<file path="src/hdl/rqps_pkg.sv">
// ----------------------------------------------------------------------------
// rqps_pkg
// Shared types and codes for the ready queue with priority select.
// ----------------------------------------------------------------------------
package rqps_pkg;

  localparam int FUNC_W  = 2;
  localparam int PID_W   = 16;
  localparam int PRIO_W  = 8;
  localparam int STAT_W  = 2;
  localparam int CNT_O_W = 5;
  localparam int ENTRY_W = PID_W + PRIO_W;

  // request codes
  localparam logic [FUNC_W-1:0] FN_ENQ   = 2'd0;
  localparam logic [FUNC_W-1:0] FN_DEQ   = 2'd1;
  localparam logic [FUNC_W-1:0] FN_PURGE = 2'd2;

  // result status codes
  localparam logic [STAT_W-1:0] ST_DONE = 2'd0;
  localparam logic [STAT_W-1:0] ST_FULL = 2'd1;
  localparam logic [STAT_W-1:0] ST_MISS = 2'd2;

  typedef enum logic [1:0] {
    S_IDLE,
    S_SCAN,
    S_SHIFT,
    S_RESP
  } state_t;

endpackage

</file>
<file path="src/hdl/rqps_ram.sv">
// ----------------------------------------------------------------------------
// rqps_ram
// Generic single-write, single-read synchronous RAM with registered read.
// ----------------------------------------------------------------------------
module rqps_ram #(
  parameter int WIDTH = 24,
  parameter int DEPTH = 16
) (
  input  logic                     clk,
  input  logic                     we,
  input  logic [$clog2(DEPTH)-1:0] waddr,
  input  logic [WIDTH-1:0]         wdata,
  input  logic [$clog2(DEPTH)-1:0] raddr,
  output logic [WIDTH-1:0]         rdata
);

  logic [WIDTH-1:0] mem [DEPTH];

  always_ff @(posedge clk) begin
    if (we) begin
      mem[waddr] <= wdata;
    end
    rdata <= mem[raddr];
  end

endmodule

</file>
<file path="src/hdl/ready_queue_priority_select.sv">
// ----------------------------------------------------------------------------
// ready_queue_priority_select
// Bounded ready queue of (pid, priority) entries held in one RAM.
// ----------------------------------------------------------------------------
// One request is handled at a time. With n entries held, an enqueue, a
// rejected request or an unknown code goes straight to the result state.
// A dequeue or purge reads the queue through the single RAM read port: a
// scan of n reads (1 read for a FIFO-mode dequeue), then a compaction that
// moves each entry behind the removed one down by one place, one per cycle.
// A finished result sits in the output register while the next request is
// taken. fifo_mode resets to 0 (priority mode); write it only while idle.
// ----------------------------------------------------------------------------
module ready_queue_priority_select
  import rqps_pkg::*;
#(
  parameter int DEPTH = 16
) (
  input  logic              clk,
  input  logic              rst_n,
  input  logic              cfg_we,
  input  logic              cfg_wdata,
  input  logic              in_valid,
  output logic              in_stall,
  input  logic [FUNC_W-1:0] in_func,
  input  logic [PID_W-1:0]  in_pid,
  input  logic [PRIO_W-1:0] in_prio,
  output logic              out_valid,
  input  logic              out_stall,
  output logic [STAT_W-1:0] out_status,
  output logic [PID_W-1:0]  out_pid,
  output logic [PRIO_W-1:0] out_prio,
  output logic [CNT_O_W-1:0] out_count_after,
  output logic              out_is_empty
);

  localparam int AW = $clog2(DEPTH);
  localparam int CW = $clog2(DEPTH + 1);

  state_t            state_r, state_nxt;
  logic [CW-1:0]     count_r, count_nxt;
  logic              fifo_mode_r;
  logic [FUNC_W-1:0] func_r, func_nxt;
  logic [PID_W-1:0]  key_r, key_nxt;
  logic [CW-1:0]     len_r, len_nxt;
  logic [CW-1:0]     iss_r, iss_nxt;
  logic              rv_r, rv_nxt;
  logic [CW-1:0]     ridx_r, ridx_nxt;
  logic              found_r, found_nxt;
  logic [CW-1:0]     sel_r, sel_nxt;
  logic [PID_W-1:0]  bpid_r, bpid_nxt;
  logic [PRIO_W-1:0] bprio_r, bprio_nxt;
  logic [STAT_W-1:0] status_r, status_nxt;

  logic              out_valid_r, out_valid_nxt;
  logic [STAT_W-1:0] out_status_r, out_status_nxt;
  logic [PID_W-1:0]  out_pid_r, out_pid_nxt;
  logic [PRIO_W-1:0] out_prio_r, out_prio_nxt;
  logic [CW-1:0]     out_cnt_r, out_cnt_nxt;

  logic               ram_we;
  logic [AW-1:0]      ram_waddr;
  logic [ENTRY_W-1:0] ram_wdata;
  logic [AW-1:0]      ram_raddr;
  logic [ENTRY_W-1:0] ram_rdata;

  logic [PID_W-1:0]  rd_pid;
  logic [PRIO_W-1:0] rd_prio;
  logic              take;
  logic              fin_found;
  logic [CW-1:0]     fin_sel;
  logic [CW-1:0]     fin_sel_p1;
  logic [CW-1:0]     ridx_m1;
  logic [CW-1:0]     count_m1;
  logic [CW+CNT_O_W-1:0] cnt_ext;

  assign rd_pid   = ram_rdata[PRIO_W +: PID_W];
  assign rd_prio  = ram_rdata[PRIO_W-1:0];
  assign ridx_m1  = ridx_r - CW'(1);
  assign count_m1 = count_r - CW'(1);

  // purge: first pid match; dequeue: strict less keeps the earliest minimum
  assign take = (func_r == FN_PURGE) ? (!found_r && (rd_pid == key_r))
                                     : (!found_r || (rd_prio < bprio_r));
  assign fin_found  = found_r || take;
  assign fin_sel    = take ? ridx_r : sel_r;
  assign fin_sel_p1 = fin_sel + CW'(1);

  rqps_ram #(
    .WIDTH (ENTRY_W),
    .DEPTH (DEPTH)
  ) u_ram (
    .clk   (clk),
    .we    (ram_we),
    .waddr (ram_waddr),
    .wdata (ram_wdata),
    .raddr (ram_raddr),
    .rdata (ram_rdata)
  );

  always_ff @(posedge clk) begin
    if (!rst_n) begin
      state_r     <= S_IDLE;
      count_r     <= '0;
      fifo_mode_r <= 1'b0;
      rv_r        <= 1'b0;
      out_valid_r <= 1'b0;
    end else begin
      state_r     <= state_nxt;
      count_r     <= count_nxt;
      rv_r        <= rv_nxt;
      out_valid_r <= out_valid_nxt;
      if (cfg_we) begin
        fifo_mode_r <= cfg_wdata;
      end
    end
  end

  always_ff @(posedge clk) begin
    func_r       <= func_nxt;
    key_r        <= key_nxt;
    len_r        <= len_nxt;
    iss_r        <= iss_nxt;
    ridx_r       <= ridx_nxt;
    found_r      <= found_nxt;
    sel_r        <= sel_nxt;
    bpid_r       <= bpid_nxt;
    bprio_r      <= bprio_nxt;
    status_r     <= status_nxt;
    out_status_r <= out_status_nxt;
    out_pid_r    <= out_pid_nxt;
    out_prio_r   <= out_prio_nxt;
    out_cnt_r    <= out_cnt_nxt;
  end

  always_comb begin
    state_nxt      = state_r;
    count_nxt      = count_r;
    func_nxt       = func_r;
    key_nxt        = key_r;
    len_nxt        = len_r;
    iss_nxt        = iss_r;
    rv_nxt         = 1'b0;
    ridx_nxt       = ridx_r;
    found_nxt      = found_r;
    sel_nxt        = sel_r;
    bpid_nxt       = bpid_r;
    bprio_nxt      = bprio_r;
    status_nxt     = status_r;
    out_valid_nxt  = out_valid_r && out_stall;
    out_status_nxt = out_status_r;
    out_pid_nxt    = out_pid_r;
    out_prio_nxt   = out_prio_r;
    out_cnt_nxt    = out_cnt_r;
    ram_we         = 1'b0;
    ram_waddr      = count_r[AW-1:0];
    ram_wdata      = {in_pid, in_prio};
    ram_raddr      = iss_r[AW-1:0];

    unique case (state_r)
      S_IDLE: begin
        if (in_valid) begin
          func_nxt   = in_func;
          key_nxt    = in_pid;
          found_nxt  = 1'b0;
          sel_nxt    = '0;
          bpid_nxt   = '0;
          bprio_nxt  = '0;
          status_nxt = ST_DONE;
          state_nxt  = S_RESP;
          if (in_func == FN_ENQ) begin
            if (count_r == CW'(DEPTH)) begin
              status_nxt = ST_FULL;
            end else begin
              ram_we    = 1'b1;
              count_nxt = count_r + CW'(1);
            end
          end else if (in_func == FN_DEQ || in_func == FN_PURGE) begin
            if (count_r == '0) begin
              status_nxt = ST_MISS;
            end else begin
              len_nxt   = (in_func == FN_DEQ && fifo_mode_r) ? CW'(1) : count_r;
              ram_raddr = '0;
              rv_nxt    = 1'b1;
              ridx_nxt  = '0;
              iss_nxt   = CW'(1);
              state_nxt = S_SCAN;
            end
          end
        end
      end

      S_SCAN: begin
        if (iss_r < len_r) begin
          rv_nxt   = 1'b1;
          ridx_nxt = iss_r;
          iss_nxt  = iss_r + CW'(1);
        end
        if (rv_r) begin
          if (take) begin
            found_nxt = 1'b1;
            sel_nxt   = ridx_r;
            bpid_nxt  = rd_pid;
            bprio_nxt = rd_prio;
          end
          if (ridx_r == len_r - CW'(1)) begin
            if (!fin_found) begin
              status_nxt = ST_MISS;
              state_nxt  = S_RESP;
            end else if (fin_sel == count_m1) begin
              count_nxt = count_m1;
              state_nxt = S_RESP;
            end else begin
              // compaction: read sel+1 onward, write each one place lower
              ram_raddr = fin_sel_p1[AW-1:0];
              rv_nxt    = 1'b1;
              ridx_nxt  = fin_sel_p1;
              iss_nxt   = fin_sel_p1 + CW'(1);
              state_nxt = S_SHIFT;
            end
          end
        end
      end

      S_SHIFT: begin
        if (iss_r < count_r) begin
          rv_nxt   = 1'b1;
          ridx_nxt = iss_r;
          iss_nxt  = iss_r + CW'(1);
        end
        if (rv_r) begin
          ram_we    = 1'b1;
          ram_waddr = ridx_m1[AW-1:0];
          ram_wdata = ram_rdata;
          if (ridx_r == count_m1) begin
            count_nxt = count_m1;
            state_nxt = S_RESP;
          end
        end
      end

      S_RESP: begin
        if (!out_valid_r || !out_stall) begin
          out_valid_nxt  = 1'b1;
          out_status_nxt = status_r;
          out_pid_nxt    = bpid_r;
          out_prio_nxt   = bprio_r;
          out_cnt_nxt    = count_r;
          state_nxt      = S_IDLE;
        end
      end

      default: begin
        state_nxt = S_IDLE;
      end
    endcase
  end

  assign cnt_ext = {{CNT_O_W{1'b0}}, out_cnt_r};

  assign in_stall        = (state_r != S_IDLE);
  assign out_valid       = out_valid_r;
  assign out_status      = out_status_r;
  assign out_pid         = out_pid_r;
  assign out_prio        = out_prio_r;
  assign out_count_after = cnt_ext[CNT_O_W-1:0];
  assign out_is_empty    = (out_cnt_r == '0);

endmodule

</file>
<file path="config.mk">
export PLATFORM = sky130hd
export DESIGN_NAME = ready_queue_priority_select
export DESIGN_NICKNAME = d
export VERILOG_FILES = /design/src/hdl/rqps_pkg.sv /design/src/hdl/rqps_ram.sv /design/src/hdl/ready_queue_priority_select.sv
export SDC_FILE = /design/constraint.sdc
export NUM_CORES = 1
export LEC_CHECK = 0
export BUFFER_PORTS_ARGS = -buffer_cell sky130_fd_sc_hd__buf_2
export CAP_MARGIN = 20
export CORE_MARGIN = 2
export CORE_UTILIZATION = 30
export CTS_BUF_LIST = sky130_fd_sc_hd__clkbuf_16
export DETAILED_ROUTE_END_ITERATION = 8
export PLACE_DENSITY = 0.43
export SYNTH_ARGS = -nofsm -noshare
export SYNTH_HDL_FRONTEND = slang
export SYNTH_SLANG_ARGS = --single-unit
</file>
<file path="constraint.sdc">
create_clock -name clk -period 5.35 [get_ports clk]
set_input_delay 0.2675 -clock clk [delete_from_list [all_inputs] [get_ports clk]]
set_output_delay 0.2675 -clock clk [all_outputs]
set_load 0.03 [all_outputs]
</file>
==> metrics.md, run 1 <==
| Metric | Value |
|---|---|
| Largest net degree at the start of global routing | 76 |
| Layout cells sized above 1 | 0.1710 |
| I/O Pins | 66 |
| Status | complete, no violations |
| Worst hold-check path type | in2reg |
| Slew Viols, Final | 0 |
| Reg power frac | 0.372 |
| Grt ovf | 0 |
| Post-synthesis mux area share | 0.1131 |
| Initial antenna violation count | 3 |
| Clock Power Share | 0.256 |
| Net switching power | 5.365 mW |
| Setup-failing EPs final | 0 |
| H-Tree Depth | 2 |
| YS warnings | 0 |
| DR pass1 iterations | 7 |
| Final wirelength | 58440 um |
| Worst path cell trace | xnor2_1, nand4_1, nor4_1, buf_4, o21a_2, nand2_2, o21ai_0, ha_1, nor2b_1, o22ai_1, nand3_1, mux2i_2, o32a_1, a21oi_4, buf_12, o211ai_1, nand4_1 |
| Worst path most repeated cell | nand4_1 |
| Post-Syn Area | 0.02190 sq mm |
| Antenna diode count | 0 |
| # clock sinks | 514 |
| Aggregate global-route resource usage | 0.1567 |
| Vias per Instance | 4.822 |
| Critical path fanouts, max | 24 |
| Layout area overhead | 17.71% |
| Die area | 0.07516 sq mm |
| Mean post-synth cell area | 15.10 sq um |
| Final worst path period need | 4.837 ns |
| Max Cap Violations | 0 |
| Initial Util | 0.3017 |
| Total number of vias | 12410 |
| Input/output buffers | 65 |
| Final net count | 1628 |
| CTS resizes | 0 |
| Die boundary height | 274.2 um |
| Synth Area in Adders | 0.01657 |
| Pwr dens | 572.0 mW/mm^2 |
| Hpwl dp | 34250 um |
| Worst Path Arrival | 5.28 ns |
| Post-synth EDFFs | 480 |
| TritonCTS clock tree | built |
| Net Count, Synth | 1511 |
| Measured slew at the worst slew-check pin | 1.093 ns |
| Yosys cell types | 73 |
| Clock latency on the worst-skew pair | 0.63 ns |
| Setup CP Type | reg2reg |
| Sequential share of the synthesized area | 0.6894 |
| RD Place Congestion | 0.7743 |
| Post-Layout Inst Area | 0.02577 sq mm |
| Hold_ws | 0.2302 ns |
| DRT antenna net count | 0 |
| Instance count of the mapped netlist | 1450 |
| Sw Ratio | 0.3639 |
| Initial DRC count | 839 |
| CTS Root Cell | clkbuf_16 |
| Core ar. | 0.07259 sq mm |
| RSZ-0062 raised after global routing | no |
| Die W | 274.2 um |
| WP buf/inv | 2 |
| First-pass GRT wire length | 85650 um |
| Commonest non-fill, non-tap cell in the layout | edfxtp_1 |
| WL/cell | 22.71 um |
| Crit-path max cell delay | 0.45 ns |
| Hold Fails Final Rpt | 0 |
| Vias in the first global route | 12560 |
| Largest family of logic cells by synthesized area | multiplexers |
| WP data required | 5.79 ns |
| Setup Skew | 0.03141 ns |
| Asr flop ratio synth | 0 |
| Fmax | 206.8 MHz |
| Commonest non-fill, non-tap cells in the layout | 480 x edfxtp_1, 130 x nand2_1, 106 x mux2i_1 |
| Critical Path End Type | flop |
| Period utilization | 0.9041 |
| Setup TNS | 0 ns |
| DRC errors left | 0 |
| Post-synthesis compound-gate area fraction | 0.06514 |
| Combinational power share | 0.372 |
| Cell-internal power | 9.379 mW |
| Clock-pin slew on the worst setup and hold paths | 0.06 ns |
| Crit path launch type | flop |
| # rows | 99 |
| # Post-CTS Setup Buffers | 0 |
| Overall Power | 14.74 mW |
| Placed cell area | 0.02374 sq mm |
| Pleak | 9.001 nW |
| Pre-CTS setup slack | 0.5719 ns |
| Num CTS Buffers | 56 |
| Family with the most delay on the worst path | simple AND/OR/NAND/NOR gates |
| Max-Slew Margin vs Limit | 0.2698 |
| Crit-path slowest cell | o21ai_0 |
| Max VDD drop | 0.3793 mV |
| Main synth FF type | edfxtp_1 |
| Clock buffer depth | 3 |
| XOR/XNOR Fraction of Synth Area | 0.02000 |
| Setup ws final | 0.5132 ns |
| Simple-gate share of the synthesized area | 0.06983 |
| FF+latch count, synth | 514 |
==> cells by family after synthesis <==
group	Yosys count
DFF	514
AOI/OAI and AO/OA	198
xor gates and xnor gates	50
adders and majority gates	29
and+or+nand+nor	314
muxes	231
buffers and inverters	114
==> cell usage after synthesis, drive strengths merged, types with 12 or more instances <==
master  number  area share
nand3       16      0.0037
and2        31      0.0089
edfxtp     480        0.66
clkbuf      32      0.0055
nor2        46      0.0079
o21ai       21      0.0048
o211ai     101       0.035
inv         34      0.0058
nand2      132       0.023
a21oi       29      0.0073
ha          29       0.017
mux2i      108       0.050
mux2       123       0.063
xor2        15      0.0060
nor2b       14      0.0040
nand4       34      0.0097
nor3        12      0.0030
dfxtp       34       0.031
xnor2       35       0.014
buf         47       0.014
==> power by group through the flow <==
stage / registers [mW] / logic (mW) / clock network, mW
2_1_floorplan: 5.38 / 3.85 / 0
3_3_place_gp: 5.57 / 5.54 / 0
3_5_place_dp: 5.58 / 5.55 / 0
4_1_cts: 5.50 / 5.58 / 3.90
5_1_grt: 5.55 / 6.01 / 4.05
6_report: 5.49 / 5.48 / 3.78
==> state kept, by name, summed over array words and instances, names as in the netlist, 8 cells and up <==
signal / cells
bprio_r: 8
u_ram.rdata: 24
out_prio: 8
bpid_r: 16
key_r: 16
out_pid: 16
u_ram.mem: 384
==> layout make-up <==
class	count	area, sq um
clock buffer	56	1401
clock inverter	49	401.6
tap	959	1200
inverter	35	131.4
fill	7040	46810
sequential	514	15090
multi-input combinational	822	6415
timing repair buffer	138	1131
==> per-layer routing <==
layer | GRT usage | share of wire
met5 | 0 | 0.00021
met4 | 0.04391 | 0.022
met1 | 0.2182 | 0.48
met3 | 0.02400 | 0.039
met2 | 0.2535 | 0.46
==> stage by stage <==
step,util,cells
after floorplan,-,1450
after global placement,0.3271,2445
after detailed placement,0.3271,2445
after CTS,0.3551,2573
after global routing,0.3551,2573
final,0.3551,2573
==> worst reg2reg max path: stages, from the launching register on <==
cell	delay, ns
edfxtp_1	0.39
xnor2_1	0.37
nand4_1	0.26
nor4_1	0.38
buf_4	0.24
o21a_2	0.20
nand2_2	0.21
o21ai_0	0.46
ha_1	0.35
nor2b_1	0.07
o22ai_1	0.11
nand3_1	0.30
mux2i_2	0.43
o32a_1	0.26
a21oi_4	0.05
buf_12	0.21
o211ai_1	0.15
nand4_1	0.21
==> repair_timing <==
item,CTS,global route
hold buffers,23,0
endpoints found under the setup margin,0,0
hold endpoints to repair,28,0
==> final timing paths <==
path                    from                to  slack (ns)  depth (start not counted)
setup / recovery    key_r[8]    u_ram.rdata[6]        0.51                         17
hold / removal    in_prio[7]  u_ram.mem[15][7]        0.23                          2
setup reg to reg    key_r[8]    u_ram.rdata[6]        0.51                         17
hold reg to reg    bpid_r[6]        out_pid[6]        0.42                          0
Note: power is estimated with default switching activity, not from simulation.
==> run 2: changes to the inputs <==
BUFFER_PORTS_ARGS = unset   (was -buffer_cell sky130_fd_sc_hd__buf_2)
DONT_BUFFER_PORTS = 1   (was unset)
==> run 2 against run 1 <==
Clock power rose by 4%. Global-route usage grew 0.40 points. Combinational power down 2%. Wire length rose by 2.4%. Clock skew down 0.013 ns. Sequential power up 1%. Via count is 0.98% lower. Cell count shrank 2.1%. Design area shrank 0.94%. Non-clock buffer count shrank 60. First-iteration DRC count shrank 0.48%.
==> metrics.md, run 2 (synthesis results as in run 1) <==
| Metric | Value |
|---|---|
| R2r worst-path depth | 17 (unchanged) |
| Max VDD drop | 0.2889 mV (-24%) |
| Setup-failing EPs final | 0 (unchanged) |
| Num CTS Buffers | 57 (+1.8%) |
| Slew Viols, Final | 0 (unchanged) |
| Vias in the first global route | 12590 (+0.29%) |
| Met1 GRT Util | 0.2193 (+0.001052) |
| RSZ-0062 raised after global routing | no |
| Initial DRC count | 835 (-0.48%) |
| Post-Route Utilization | 0.3518 (-0.003327) |
| Layout filler cell count | 7054 (+0.20%) |
| Setup TNS | 0 ns (unchanged) |
| # clock sinks | 514 (unchanged) |
| GRT Max-Usage Layer | met2 |
| Hpwl dp | 35400 um (+3.4%) |
| Crit path launch type | flop |
| Largest net degree at the start of global routing | 48 (-37%) |
| Die W | 274.2 um (unchanged) |
| Die boundary height | 274.2 um (unchanged) |
| Commonest non-fill, non-tap cells in the layout | 480 x edfxtp_1, 130 x nand2_1, 106 x mux2i_1 |
| First-pass GRT wire length | 87780 um (+2.5%) |
| Core ar. | 0.07259 sq mm (unchanged) |
| Top reg by flops | u_ram.mem |
| Setup CP Type | reg2reg |
| Layout cells sized above 1 | 0.1426 (-0.02842) |
| Met3 usage | 0.02627 (+0.002277) |
| Pwr dens | 581.4 mW/mm^2 (+1.6%) |
| Critical path fanouts, max | 17 (-29%) |
| Hold Path Stages | 3 (+1) |
| Final net count | 1569 (-3.6%) |
| Worst hold-check path type | in2reg |
| Initial antenna violation count | 3 (unchanged) |
| Critical Path End Type | flop |
| Max-Slew Margin vs Limit | 0.4364 (+0.1666) |
| Final worst path period need | 4.979 ns (+0.1426 ns) |
| DRT antenna net count | 0 (unchanged) |
| GR Util met2 | 0.2650 (+0.01150) |
| RD Place Congestion | 0.7612 (-1.7%) |
| Setup Skew | 0.01869 ns (-0.01272 ns) |
| Fmax | 200.8 MHz (-2.9%) |
| # rows | 99 (unchanged) |
| Max reg flops | 384 (unchanged) |
| Hold EP | state_r[1] |
| TritonCTS clock tree | built |
| DRC errors left | 0 (unchanged) |
| WL/cell | 23.77 um (+4.6%) |
| Period utilization | 0.9307 (+0.02665) |
| Max Cap Violations | 0 (unchanged) |
| Clock buffer depth | 3 (unchanged) |
| Measured slew at the worst slew-check pin | 0.8434 ns (-0.2493 ns) |
| Overall Power | 14.84 mW (+0.69%) |
| WP data required | 5.82 ns (+0.03 ns) |
| DR pass1 iterations | 5 (-2) |
| FF/Latch Area | 0.01509 sq mm (unchanged) |
| Worst Path Arrival | 5.45 ns (+0.17 ns) |
| Total number of vias | 12280 (-0.98%) |
| Worst R2R Setup Slack | 0.37 ns (-0.14 ns) |
| Commonest non-fill, non-tap cell in the layout | edfxtp_1 |
| # Post-CTS Setup Buffers | 0 (unchanged) |
| CTS Root Cell | clkbuf_16 |
| Input/output buffers | 0 (-100%) |
| Clock-pin slew on the worst setup and hold paths | 0.06 ns (about the same) |
| Hold Fails Final Rpt | 0 (unchanged) |
| Pre-CTS setup slack | 0.1681 ns (-0.4038 ns) |
| Setup ws final | 0.3707 ns (-0.1426 ns) |
| Aggregate global-route resource usage | 0.1607 (+0.003990) |
| HP Start | out_stall |
| Reg2Reg Capture Point | u_ram.rdata[12] |
| Pleak | 8.784 nW (-2.4%) |
| Initial Util | 0.3017 (unchanged) |
| Clock latency on the worst-skew pair | 0.62 ns (about the same) |
| Die area | 0.07516 sq mm (unchanged) |
| Layout area overhead | 16.61% |
| Multi-input gate area | 0.006421 sq mm (about the same) |
| H-Tree Depth | 2 (unchanged) |
| Final wirelength | 59850 um (+2.4%) |
| Largest regs | u_ram.mem: 384 flops, u_ram.rdata: 24 flops |
| Reg2reg start | key_r[11] |
| Status | complete, no violations |
| Vias per Instance | 4.878 (+1.2%) |
| Grt ovf | 0 (unchanged) |
| I/O Pins | 66 (unchanged) |
==> run 2: cell types whose count changed in the layout (fill, tap and decap cells not counted), sizes merged <==
cell / before / now
clkinvlp: 0 / 2
bufinv: 6 / 7
diode: 0 / 2
clkinv: 28 / 26
clkbuf: 56 / 58
buf: 115 / 55
==> run 2: worst max path at each step <==
stage                          start         endpoint  cells after the start
after global routing       key_r[11]  u_ram.rdata[14]                     17
after global placement      key_r[8]  u_ram.rdata[14]                     17
after CTS                   key_r[8]  u_ram.rdata[12]                     17
final                      key_r[11]  u_ram.rdata[12]                     17
after floorplan           state_r[0]        bpid_r[0]                      7
after detailed placement    key_r[8]  u_ram.rdata[14]                     17
==> run 2: report_power, final <==
part	internal (mW)	switching, mW
combinational	2.10	3.25
sequential	5.05	0.522
clock	2.30	1.62
total	9.45	5.40
==> run 2: final cells by class <==
| cell class | count | share of cell area |
|---|---|---|
| antenna | 2 | 0.0001960 |
| clock buffer | 58 | 0.05684 |
| clock inverter | 50 | 0.01661 |
| inverter | 35 | 0.005145 |
| multi-input combinational | 822 | 0.2515 |
| sequential | 514 | 0.5912 |
| tap | 959 | 0.04699 |
| timing repair buffer | 78 | 0.03156 |
==> run 2: metal layers <==
| metal | share of wire | wire length [um] | vias to the layer above |
|---|---|---|---|
| met1 | 0.47 | 27930 | 6304 |
| met4 | 0.020 | 1194 | 0 |
| met2 | 0.48 | 28470 | 230 |
| met5 | 0 | 0 | - |
| met3 | 0.038 | 2250 | 81 |
| li1 | - | - | 5669 |
==> run 2: stage by stage <==
stage,cell area [sq um],instances,hold slack (ns)
floorplan,21900,1450,0.3664
global placement,23420,2385,0.3665
detailed placement,23420,2385,0.3665
CTS,25520,2516,0.009020
global route,25530,2516,0.04572
finish,25530,2518,0.04068
==> run 2: worst max-delay path: stages (launching register included) <==
cell      delay (ns)
edfxtp_1        0.39
xnor2_1         0.35
nand4_1         0.25
nor4_2          0.58
buf_4           0.22
o21a_2          0.20
nand2_2         0.21
o21ai_0         0.44
ha_1            0.35
nor2b_1         0.08
o22ai_1         0.10
nand3_1         0.30
mux2i_2         0.44
o32a_1          0.25
a21oi_4         0.04
buf_4           0.27
o211ai_1        0.16
nand4_1         0.15
==> run 2: what timing repair did <==
| item | CTS | global route |
|---|---|---|
| gates resized for setup | 0 | 1 |
| hold buffers | 23 | 0 |
| endpoints found under the setup margin | 0 | 18 |
| endpoints found under the hold margin | 28 | 0 |
==> run 3: changes to the inputs <==
HOLD_SLACK_MARGIN = 0.06   (was unset)
==> run 3 against run 2 <==
Combinational power hardly changed. Cell count about the same. Worst setup slack improved by 0.062 ns. Largest cell class unchanged. Clock power about the same. Critical path depth is the same. Critical path type unchanged.
==> metrics.md, run 3 (synthesis results as in run 1) <==
| Metric | Value |
|---|---|
| Status | complete, no violations |
| Crit-path max cell delay | 0.45 ns (-0.13 ns) |
| Total number of vias | 12230 (-0.43%) |
| CTS Root Cell | clkbuf_16 |
| Layout cells sized above 1 | 0.1425 (about the same) |
| Largest regs | u_ram.mem: 384 flops, u_ram.rdata: 24 flops |
| Grt ovf | 0 (unchanged) |
| # rows | 99 (unchanged) |
| Final wirelength | 59810 um (about the same) |
| Commonest non-fill, non-tap cells in the layout | 480 x edfxtp_1, 130 x nand2_1, 106 x mux2i_1 |
| Clock latency on the worst-skew pair | 0.62 ns (about the same) |
| Clock buffer depth | 3 (unchanged) |
| TritonCTS clock tree | built |
| Num CTS Buffers | 57 (unchanged) |
| Final net count | 1570 (+0.064%) |
| Post-Layout Inst Area | 0.02554 sq mm (about the same) |
| Max Cap Violations | 0 (unchanged) |
| Critical path fanouts, max | 17 (unchanged) |
| Core ar. | 0.07259 sq mm (unchanged) |
| Fmax | 203.4 MHz (+1.3%) |
| Crit-path slowest cell | mux2i_2 |
| DRT antenna net count | 0 (unchanged) |
| Initial antenna violation count | 3 (unchanged) |
| Placed cell area | 0.02342 sq mm (unchanged) |
| WL/cell | 23.74 um (-0.11%) |
| WP data required | 5.84 ns (+0.02 ns) |
| Period utilization | 0.9190 (-0.01167) |
| Die W | 274.2 um (unchanged) |
| Initial Util | 0.3017 (unchanged) |
| # clock sinks | 514 (unchanged) |
| Measured slew at the worst slew-check pin | 0.8519 ns (+0.008524 ns) |
| Top reg by flops | u_ram.mem |
| Layout area overhead | 16.66% (about the same) |
| Setup TNS | 0 ns (unchanged) |
| Max VDD drop | 0.2878 mV (-0.36%) |
| RD Place Congestion | 0.7612 (unchanged) |
| Worst path cell trace | xnor2_1, nand4_1, nor4_2, buf_4, o21a_2, nand2_2, o21ai_0, ha_1, nor2b_1, o22ai_1, nand3_1, mux2i_2, o32a_1, a21oi_4, buf_4, o211ai_1, nand4_1 |
| Pwr dens | 580.6 mW/mm^2 (-0.14%) |
| I/O Pins | 66 (unchanged) |
| Clock-pin slew on the worst setup and hold paths | 0.06 ns (about the same) |
| Crit path launch type | flop |
| Initial DRC count | 861 (+3.1%) |
| First-pass GRT wire length | 87750 um (about the same) |
| Setup-failing EPs final | 0 (unchanged) |
| Slew Viols, Final | 0 (unchanged) |
| Setup CP Type | reg2reg |
| Largest net degree at the start of global routing | 48 (unchanged) |
| H-Tree Depth | 2 (unchanged) |
| Commonest non-fill, non-tap cell in the layout | edfxtp_1 |
| RSZ-0062 raised after global routing | no |
| Die boundary height | 274.2 um (unchanged) |
| Hpwl dp | 35400 um (unchanged) |
| Hold Fails Final Rpt | 0 (unchanged) |
| Die area | 0.07516 sq mm (unchanged) |
| DR pass1 iterations | 5 (unchanged) |
| Max reg flops | 384 (unchanged) |
| Worst hold-check path type | in2reg |
| Input/output buffers | 0 (unchanged) |
| Max-Slew Margin vs Limit | 0.4307 (-0.005696) |
| Pleak | 8.788 nW (about the same) |
| Aggregate global-route resource usage | 0.1606 (about the same) |
| DRC errors left | 0 (unchanged) |
| Critical Path End Type | flop |
| Post-Route Utilization | 0.3519 (about the same) |
| Setup Skew | 0.01642 ns (-0.002277 ns) |
| Vias in the first global route | 12590 (unchanged) |
| Final worst path period need | 4.917 ns (-0.06243 ns) |
| Worst Path Arrival | 5.40 ns (-0.05 ns) |
| Vias per Instance | 4.855 (-0.47%) |
==> run 3: cell count changes in the layout (fill, tap and decap cells not counted), sizes merged <==
cell	delta
dlygate4sd3	+1
==> run 3: metrics by stage <==
| step | power [mW] | setup slack [ns] | std cells | hold slack (ns) |
|---|---|---|---|---|
| CTS | 15.08 | 0.1064 | 2517 | 0.06229 |
| detailed placement | 11.09 | 0.1681 | 2385 | 0.3665 |
| global placement | 11.07 | 0.1661 | 2385 | 0.3665 |
| global route | 15.72 | 0.06903 | 2517 | 0.09123 |
| finish | 14.83 | 0.4331 | 2519 | 0.1006 |
| floorplan | 9.227 | 1.330 | 1450 | 0.3664 |
==> run 3: final timing paths <==
check | endpoint | startpoint | slack [ns] | cells past startpoint
setup reg to reg | u_ram.rdata[14] | key_r[8] | 0.43 | 17
hold reg to reg | out_pid[4] | bpid_r[4] | 0.42 | 0
setup / recovery | u_ram.rdata[14] | key_r[8] | 0.43 | 17
hold / removal | status_r[1] | in_func[1] | 0.10 | 3
==> run 3: critical path: cells and delay by family, from the launching register on <==
family / cells / cell delay [ns]
AND/OR/NAND/NOR: 6 / 1.49
AO/OA/AOI/OAI: 6 / 1.21
buffers and inverters: 2 / 0.48
multiplexers: 1 / 0.45
XOR/XNOR: 1 / 0.39
flip-flops: 1 / 0.38
adder cells (fa/ha/maj): 1 / 0.35
==> run 3: what timing repair did <==
action / CTS / global route
gates resized for setup: 0 / 1
endpoints found under the setup margin: 0 / 18
hold endpoints to repair: 29 / 0
buffers inserted: 0 / 0
hold buffers: 24 / 0
==> run 3: where the power goes <==
group          switching (mW)  leakage (nW)  total [mW]  internal [mW]
clock network            1.62         0.966        3.91           2.29
registers               0.520          4.66        5.57           5.05
logic                    3.25          3.17        5.35           2.10
total                    5.38          8.79        14.8           9.45
==> run 3: cell type report <==
class	count	area, sq um
well taps	959	1200
diodes	2	5.005
clock inverters	50	424.2
repair buffers	79	815.8
multi-input cells	822	6421
flip-flops and latches	514	15090
fillers	7053	47040
inverters	35	131.4
clock buffers	58	1451
==> run 3: per-layer routing <==
metal | track usage | share of wire
met3 | 0.02636 | 0.039
met2 | 0.2649 | 0.47
met5 | 0 | 0
met4 | 0.04291 | 0.020
met1 | 0.2191 | 0.47
